[src/hdl/vrp_pkg.sv]
// ----------------------------------------------------------------------------
// vrp_pkg
// Shared types and constants of the voxel ray picker.
// ----------------------------------------------------------------------------
package vrp_pkg;

	localparam int GRID_BITS_DEF = 6;
	localparam int DIST_W        = 40;          // Q.24 voxel distance
	localparam int QUO_W         = 39;          // bits of 2^38 / mag
	localparam int MAG_W         = 16;
	localparam int POS_W         = 11;          // signed walk index
	localparam int MAXD_W        = 14;

	typedef logic [DIST_W-1:0] dist_t;

	localparam dist_t DIST_MAX = {DIST_W{1'b1}};
	localparam logic [MAXD_W-1:0] MAXD_RESET = 14'd768;

	localparam logic [2:0] FACE_DOWN  = 3'd0;
	localparam logic [2:0] FACE_UP    = 3'd1;
	localparam logic [2:0] FACE_BACK  = 3'd2;
	localparam logic [2:0] FACE_FRONT = 3'd3;
	localparam logic [2:0] FACE_LEFT  = 3'd4;
	localparam logic [2:0] FACE_RIGHT = 3'd5;

endpackage

[src/hdl/vrp_div.sv]
// ----------------------------------------------------------------------------
// vrp_div
// Radix-2 restoring divider for step distance 2^38 / mag, one bit a cycle.
// ----------------------------------------------------------------------------
module vrp_div (
	input  logic                     clk,
	input  logic                     arst_n,
	input  logic                     start,
	input  logic [vrp_pkg::MAG_W-1:0] mag,
	output logic                     done,
	output vrp_pkg::dist_t           quo
);
	import vrp_pkg::*;

	logic             busy_q;
	logic             done_q;
	logic             zero_q;
	logic [5:0]       cnt_q;
	logic [MAG_W-1:0] mag_q;
	logic [MAG_W-2:0] rem_q;
	logic [QUO_W-1:0] q_q;
	logic [MAG_W-1:0] rem_sh;
	logic             ge;

	// dividend is a single one at the top bit
	assign rem_sh = {rem_q, (cnt_q == 6'(QUO_W - 1))};
	assign ge     = rem_sh >= mag_q;

	always_ff @(posedge clk or negedge arst_n) begin
		if (!arst_n) begin
			busy_q <= 1'b0;
			done_q <= 1'b0;
		end else begin
			done_q <= 1'b0;
			if (start) begin
				busy_q <= (mag != '0);
				done_q <= (mag == '0);
			end else if (busy_q && cnt_q == '0) begin
				busy_q <= 1'b0;
				done_q <= 1'b1;
			end
		end
	end

	always_ff @(posedge clk) begin
		if (start) begin
			mag_q  <= mag;
			zero_q <= (mag == '0);
			cnt_q  <= 6'(QUO_W - 1);
			rem_q  <= '0;
			q_q    <= '0;
		end else if (busy_q) begin
			q_q   <= {q_q[QUO_W-2:0], ge};
			rem_q <= ge ? (MAG_W-1)'(rem_sh - mag_q) : rem_sh[MAG_W-2:0];
			cnt_q <= cnt_q - 1'b1;
		end
	end

	assign done = done_q;
	assign quo  = zero_q ? DIST_MAX : {1'b0, q_q};

endmodule

[config.mk]
export PLATFORM = sky130hd
export DESIGN_NAME = vrp_div
export DESIGN_NICKNAME = d
export VERILOG_FILES = /design/src/hdl/vrp_pkg.sv /design/src/hdl/vrp_div.sv
export SDC_FILE = /design/constraint.sdc
export NUM_CORES = 1
export LEC_CHECK = 0
export ABC_AREA = 1
export BUFFER_PORTS_ARGS = -buffer_cell sky130_fd_sc_hd__buf_2
export CAP_MARGIN = 20
export CORE_ASPECT_RATIO = 1.25
export CORE_UTILIZATION = 42
export DETAILED_ROUTE_END_ITERATION = 8
export GPL_ROUTABILITY_DRIVEN = 1
export MAX_ROUTING_LAYER = met4
export PLACE_DENSITY_LB_ADDON = 0.08
export SLEW_MARGIN = 0
export SYNTH_ARGS = -nofsm -noshare
export SYNTH_HDL_FRONTEND = slang
export SYNTH_SLANG_ARGS = --single-unit
[constraint.sdc]
create_clock -name clk -period 3.64 [get_ports clk]
set_clock_uncertainty 0.15 [all_clocks]
set_input_delay 0.728 -clock clk [delete_from_list [all_inputs] [get_ports clk]]
set_output_delay 0.728 -clock clk [all_outputs]
set_load 0.005 [all_outputs]
# Word level (Yosys, flattened, before mapping)
# Index checks and enable logic that the tools add are counted.
classes:
  n_addsub: 2
  magnitude_cmp: 1
  eq_ne: 1
  mux: 6
  reduce_logical: 5
ops:
  columns: ["cell", "n"]
  rows:
  - ["$mux W40", 1]
  - ["$ge A16 B16 Y1", 1]
  - ["$logic_not A16 Y1", 1]
  - ["$reduce_bool A16 Y1", 1]
  - ["$mux W15", 1]
  - ["$sub A15 B15 Y15", 1]
  - ["$eq A6 B6 Y1 const B", 1]
  - ["$logic_not A6 Y1", 1]
  - ["$sub A6 B1 Y6 const B", 1]
  - ["$mux W1", 4]
  - ["$reduce_bool A2 Y1", 1]
  - ["$logic_and A1 B1 Y1", 1]
word_totals:
  register_bits: 79
  input_bits: 19
  out_inout_bits: 41
  wordCells: 22

# Logic depth before layout (Yosys ltp)
# Gate-level depths: netlist of run 1.
depth:
  word_depth: 4
  mapped_depth: 18

# Worst setup path before layout of run 1
# Ideal clock, no wire load.
synth_timing:
  path_type: "reg2reg"
  start: "reg cnt_q[0]"
  end: "reg rem_q[8]"
  t_arrival_ps: 2090
  setup_slack_ps: 1291
  stages_incl_launch_ff: 19
  synth_period_minus_slack_ps: 2349
  path_cell_list: "dfxtp_1 > inv_1 > ha_1 > nand4_1 > ha_1 > fa_1 > inv_1 > nand2_1 > nand2_1 > nand3_2 > nand3_2 > nand2_4 > nand2_4 > buf_12 > inv_6 > nand2_1 > nand3_1 > nand2_1 > inv_1"
synth_between:
  elab_chain_cells: 3
synth_rtl:
  columns: ["element", "line", "rtl"]
  rows:
  - ["start, declared", "vrp_div.sv:18", "logic [5:0] cnt_q;"]
  - ["start signal, assigned", "vrp_div.sv:49", "cnt_q <= 6'(QUO_W - 1);"]
  - ["start signal, assigned", "vrp_div.sv:55", "cnt_q <= cnt_q - 1'b1;"]
  - ["$eq A6 B6 Y1 *", "vrp_div.sv:26", "assign rem_sh = {rem_q, (cnt_q == 6'(QUO_W - 1))};"]
  - ["$sub A15 B15 Y15 or $ge A16 B16 Y1 (tied branches)", "vrp_div.sv:54, vrp_div.sv:27", null]
  - ["$mux W15 *", "vrp_div.sv:54", "rem_q <= ge ? (MAG_W-1)'(rem_sh - mag_q) : rem_sh[MAG_W-2:0];"]
  - ["end signal, assigned", "vrp_div.sv:54", null]
  - ["end, declared", "vrp_div.sv:20", "logic [MAG_W-2:0] rem_q;"]
# Every way passes the cells marked *; elsewhere a longest branch is shown, timed or not.
# A chain may end at the register's enable or synchronous reset.

# Worst setup path after layout of run 1
layout_timing:
  start: "reg cnt_q[0]"
  end: "reg rem_q[11]"
# The elaborated chain is that of the path after synthesis.

==> results of run 1 <==
==> routing by layer <==
metal	GRT usage [%]	share of wire, %
met5	-	0
met4	10.67	3.0
met2	33.33	48
met1	24.83	45
met3	3.516	3.9
==> flip-flops by register name, summed over array words and instances, names as in the netlist <==
register,flops
done,1
zero_q,1
rem_q,15
mag_q,16
q_q,39
busy_q,1
cnt_q,6
==> through the flow <==
step	instance area [sq um]	power, mW	utilization, %
2_1_floorplan	4405	1.346	-
5_1_grt	5062	2.448	49.84
3_3_place_gp	4753	1.470	46.80
3_5_place_dp	4753	1.474	46.80
6_report	5062	2.316	49.84
4_1_cts	5035	2.343	49.57
==> how the worst min path moves through the flow <==
| stage | from | to | slack, ps | depth (start not counted) |
|---|---|---|---|---|
| final | arst_n | done | 20 | 1 |
| after global routing | arst_n | done | 10 | 1 |
| after CTS | arst_n | done | 10 | 1 |
| after detailed placement | cnt_q[0] | cnt_q[0] | 320 | 2 |
| after global placement | cnt_q[0] | cnt_q[0] | 300 | 2 |
| after floorplan | arst_n | busy_q | 280 | 0 |
==> kinds of logic after synthesis <==
family	share of synthesized area, %
flip-flops	39.99
XOR/XNOR	1.193
AO/OA/AOI/OAI	9.600
AND/OR/NAND/NOR	33.83
buffers and inverters	9.826
adder cells (fa/ha/maj)	5.567
==> power by group <==
group          switching, mW  internal, mW  total (mW)  leakage [nW]
clock network          0.332         0.525       0.857         0.141
registers             0.0449         0.962        1.01         0.683
logic                  0.272         0.180       0.453          1.65
==> critical path, cell delays in order (launching register included) <==
cell and delay, ps:
dfxtp_1 310, inv_1 100, ha_1 150, nand4_1 120
ha_1 240, fa_1 380, inv_1 120, nand2_1 80
nand2_1 90, nand3_2 80, nand3_2 90, nand2_4 100
nand2_4 270, nand3_1 140, nand2_1 90, a21oi_1 60
==> layout make-up <==
type,count,area (sq um)
tap,129,161.4
multi-input combinational,414,2211
timing repair buffer,64,352.8
clock buffer,11,232.7
fill,1021,5095
sequential,79,1762
inverter,77,294.0
clock inverter,5,48.80
==> placed cells by master (no fill, tap or decap), drive strengths merged <==
master  count
a21oi      27
a22oi       1
and2        1
buf        64
bufinv      1
clkbuf     11
clkinv      5
dfrtp       2
dfxtp      60
edfxtp     17
fa          1
ha         18
inv        76
nand2     119
nand3      40
nand3b      1
nand4       5
nor2      100
nor3        3
nor4        4
o21a        1
o21ai      45
o22ai       1
or2        41
xnor2       1
xor2        5
==> qor.csv, run 1 <==
metric,value,unit
grt_pass1_vias,3563,
clock_path_buffers,2,
async_flop_share,2.532,%
synth_edf_count,17,
io_pins,60,
root_buffer,clkbuf_16,
drc,0,
fin_setup_tns,0,ps
crit_path_end_kind,flip-flop,
overflow,0,
holdCritPathClass,in -> async,
gp_congestion,0.8418,
avgSynthCellArea,7.404,sq um
drtIter0Drc,188,
antennaDiodeCount,0,
r2r-end,rem_q[11],
synth_top_area_cell,dfxtp_1,
yosysTopAreaCellShare,27.26,%
cap_violations,0,
wirelength,10050,um
ant_nets,0,
syn_inst,595,
min_period,2712,ps
rsz0062_at_grt,no,
dr.pass1.iters,4,
finalSetupViolations,0,
synth_area_leaders,"dfxtp_1 27%, edfxtp_1 12%, nand2_1 9.5%",
max_freq,0.3688,GHz
grt_max_degree,58,
worstPathRequired,3690,ps
vias_per_cell,4.865,
cts_tree,yes,
num_rows,41,
ctsResizeCount,0,
clkLatencyLatePin,330,ps
htreeDepth,3,
start_util,43.37,%
path_class,reg -> reg,
drive_gt1_share,23.08,%
wl_per_cell,12.90,um
yosysSeqAreaShare,39.99,%
synth_commonest_cells,"112 x nand2_1, 96 x nor2_1, 73 x inv_1",
relSlewSlack,34.62,%
yosys.cell_types.count,43,
r2r_cells,15,
r2r_setup_slack,930,ps
syn_to_final_growth,14.91,%
hpwlAfterDp,7119,um
reg2reg_from,cnt_q[0],
slew_viol_final,0,
tightest_slew,980.7,ps
yosysWarnings,0,
cp.arrival,2760,ps
core_area,10160,sq um
synth_ff_type,dfxtp_1,
grtUsageTotal,20.67,%
setup_slack,928.4,ps
whs,20.50,ps
hold_violations,0,
leakagePower,2.476,nW
cts_buffers,9,
portBuffers,59,
fin_crit_sh,74.49,%
synth_area,4405,sq um
grt_first_pass_wirelength,16990,um
path_max_fanout,20,
nets,683,
antenna_found_initial,0,
critPathLaunch,cnt_q[0],
post_cts_buffers,0,
dp.cells,762,
peakVddDrop,0.2753,mV
ys_ff_latch,79,
cp-start-kind,flip-flop,
fp.dieArea,10910,sq um
post-place-ws,958.3,ps
synth_fp_nets,633,
num_vias,3790,
fin_cells,779,
cts_sinks,79,
die_h,116.5,um
power_density,457.5,nW/um^2
cts.clk_slew.worst_paths,60,ps
holdBufCountCts,0,
yosysMostFrequentCell,nand2_1,
die_x,93.61,um
outcome,"complete, no violations",
cp-endpoint,rem_q[11],
No activity file was read; power rests on OpenSTA's default activity.
==> inputs of run 2 (changes only) <==
Clock period 3.64 ns to 2.2 ns, I/O delays scaled along.
==> run 2 against run 1 <==
Effect of this change: the flow now finishes with violations (negative setup slack); sequential share of layout area decreased by 2.3 points; register-to-register slack got worse by 1100 ps; via count increased by 3.2%; cell area increased by 7.2%; non-clock buffer count increased by 28; global-route usage increased by 0.13 points; worst hold slack improved by 130 ps; sequential cell count unchanged; setup slack got worse by 1100 ps; critical path depth increased by 1; clock power increased by 79%; largest power group unchanged; highest routed layer unchanged.
==> qor.csv, run 2 (synthesis gave the netlist of run 1 again) <==
metric,value,unit,change
outcome,finished with violations,,"was complete, no violations"
violations,negative setup slack,,
grt_first_pass_wirelength,17170,um,was 16990 um
antenna_found_initial,0,,unchanged
clkLatencyLatePin,330,ps,about the same
swShare,27.59,%,was 28.01%
largest_register_ffs,39,,unchanged
mostFrequentLayoutCell,nand2_1,,unchanged
rsz0062_at_grt,yes,,was no
syn_to_final_growth,23.18,%,was 14.91%
grt_max_degree,43,,was 58
tightest_slew,503.6,ps,was 980.7 ps
fin_area,5426,sq um,was 5062 sq um
fin_setup_tns,-2641,ps,was 0 ps
dr.pass1.iters,4,,unchanged
grt_pass1_vias,3687,,was 3563
wl_per_cell,12.92,um,was 12.90 um
seqPwrFrac,40.9,%,was 43.5%
drtIter0Drc,172,,was 188
path_max_fanout,5,,was 20
whs,150.5,ps,was 20.50 ps
fin_crit_sh,109.9,%,was 74.49%
nets,713,,was 683
power_density,746.2,nW/um^2,was 457.5 nW/um^2
cts_sinks,79,,unchanged
drive_gt1_share,29.85,%,was 23.08%
dp.cells,783,,was 762
core_area,10160,sq um,unchanged
wirelength,10450,um,was 10050 um
vias_per_cell,4.837,,was 4.865
intPower,2.932,mW,was 1.667 mW
top_regs,"q_q: 39 flops, mag_q: 16 flops, rem_q: 15 flops",,unchanged
max_freq,0.4135,GHz,was 0.3688 GHz
setup_slack,-218.6,ps,was 928.4 ps
die_x,93.61,um,unchanged
num_rows,41,,unchanged
antennaDiodeCount,0,,unchanged
hpwlAfterDp,7339,um,was 7119 um
fillCellCount,1000,,was 1021
holdCritPathClass,in -> reg,,was in -> async
root_buffer,clkbuf_16,,unchanged
overflow,0,,unchanged
worstPathRequired,2250,ps,was 3690 ps
drc,0,,unchanged
clkPwrFrac,37.8,%,was 37.0%
cts.clk_slew.worst_paths,60,ps,about the same
power.net_switching,1.117,mW,was 0.6486 mW
start_util,43.37,%,unchanged
cp-start-kind,flip-flop,,unchanged
ant_nets,0,,unchanged
dpl_cell_area,4940,sq um,was 4753 sq um
cts_buffers,9,,unchanged
finalSetupViolations,16,,was 0
total_power,4.049,mW,was 2.316 mW
min_period,2419,ps,was 2712 ps
leakagePower,2.672,nW,was 2.476 nW
num_vias,3913,,was 3790
relSlewSlack,66.22,%,was 34.62%
cp.arrival,2470,ps,was 2760 ps
portBuffers,59,,unchanged
die_h,116.5,um,unchanged
gp_congestion,0.8746,,was 0.8418
io_pins,60,,unchanged
clock_path_buffers,2,,unchanged
fin_cells,809,,was 779
crit_path_end_kind,flip-flop,,unchanged
regMostFlops,q_q,,unchanged
cts_tree,yes,,unchanged
fp.dieArea,10910,sq um,unchanged
hold_violations,0,,unchanged
final_cell_mix,"105 x nand2_1, 95 x nor2_1, 70 x inv_1",,"was 112 x nand2_1, 96 x nor2_1, 73 x inv_1"
path_class,reg -> reg,,unchanged
peakVddDrop,0.4604,mV,was 0.2753 mV
grtUsageTotal,20.80,%,was 20.67%
combPwrFrac,21.3,%,was 19.5%
htreeDepth,3,,unchanged
cap_violations,0,,unchanged
slew_viol_final,0,,unchanged
run 2: layout make-up:
cell class	instances	area [sq um]	share of cell area (%)
tap	129	161.4	2.974
inverter	77	294.0	5.418
sequential	79	1764	32.51
clock buffer	13	271.5	5.003
multi-input combinational	416	2326	42.86
clock inverter	3	40.04	0.7378
timing repair buffer	92	569.3	10.49
run 2: power groups by stage:
stage                     sequential, mW  combinational (mW)  clock [mW]
after detailed placement            1.69               0.808           0
after CTS                           1.66               0.830        1.57
after global routing                1.67               0.975        1.62
after global placement              1.68               0.806           0
after floorplan                     1.67               0.569           0
final                               1.66               0.863        1.53
run 2: final timing paths:
kind,slack (ps),end,startpoint,depth (start not counted)
hold reg to reg,320,cnt_q[0],cnt_q[0],2
min in group asynchronous,290,done,arst_n,2
setup / recovery,-220,rem_q[13],cnt_q[0],16
hold / removal,150,mag_q[2],mag[2],1
setup reg to reg,-220,rem_q[13],cnt_q[0],16
max in group asynchronous,1520,busy_q,arst_n,2
run 2: per-stage QoR:
stage	setup slack, ps	utilization, %
3_3_place_gp	-126.0	48.63
6_report	-218.6	53.42
3_5_place_dp	-209.7	48.63
4_1_cts	-105.5	52.18
2_1_floorplan	-71.05	-
5_1_grt	-348.1	53.42
run 2: what timing repair did:
action | in CTS | in global routing
buffers inserted | 2 | 4
hold endpoints to repair | 2 | 0
pin swaps | 10 | 8
setup endpoints to repair | 16 | 16
hold buffers | 1 | 0
cloned | 1 | 2
gates resized for setup | 4 | 18
run 2: layer usage:
layer,share of wire (%),vias up,track usage (%)
li1,-,2039,-
met1,45,1782,24.51
met2,49,71,34.75
met3,3.8,21,3.906
met4,2.6,0,8.821
met5,0,-,-
run 2: critical path: stages, from the launching register on:
cell and delay (ps):
dfxtp_2 320, inv_2 70, ha_4 120, nand4_1 120
ha_2 240, fa_2 330, inv_2 80, nand2_2 70
nand2_2 80, nand3_2 70, nand3_2 90, nand2_4 100
buf_12 150, nand2_8 90, nand3_2 80, nand2_2 70
a21oi_2 40
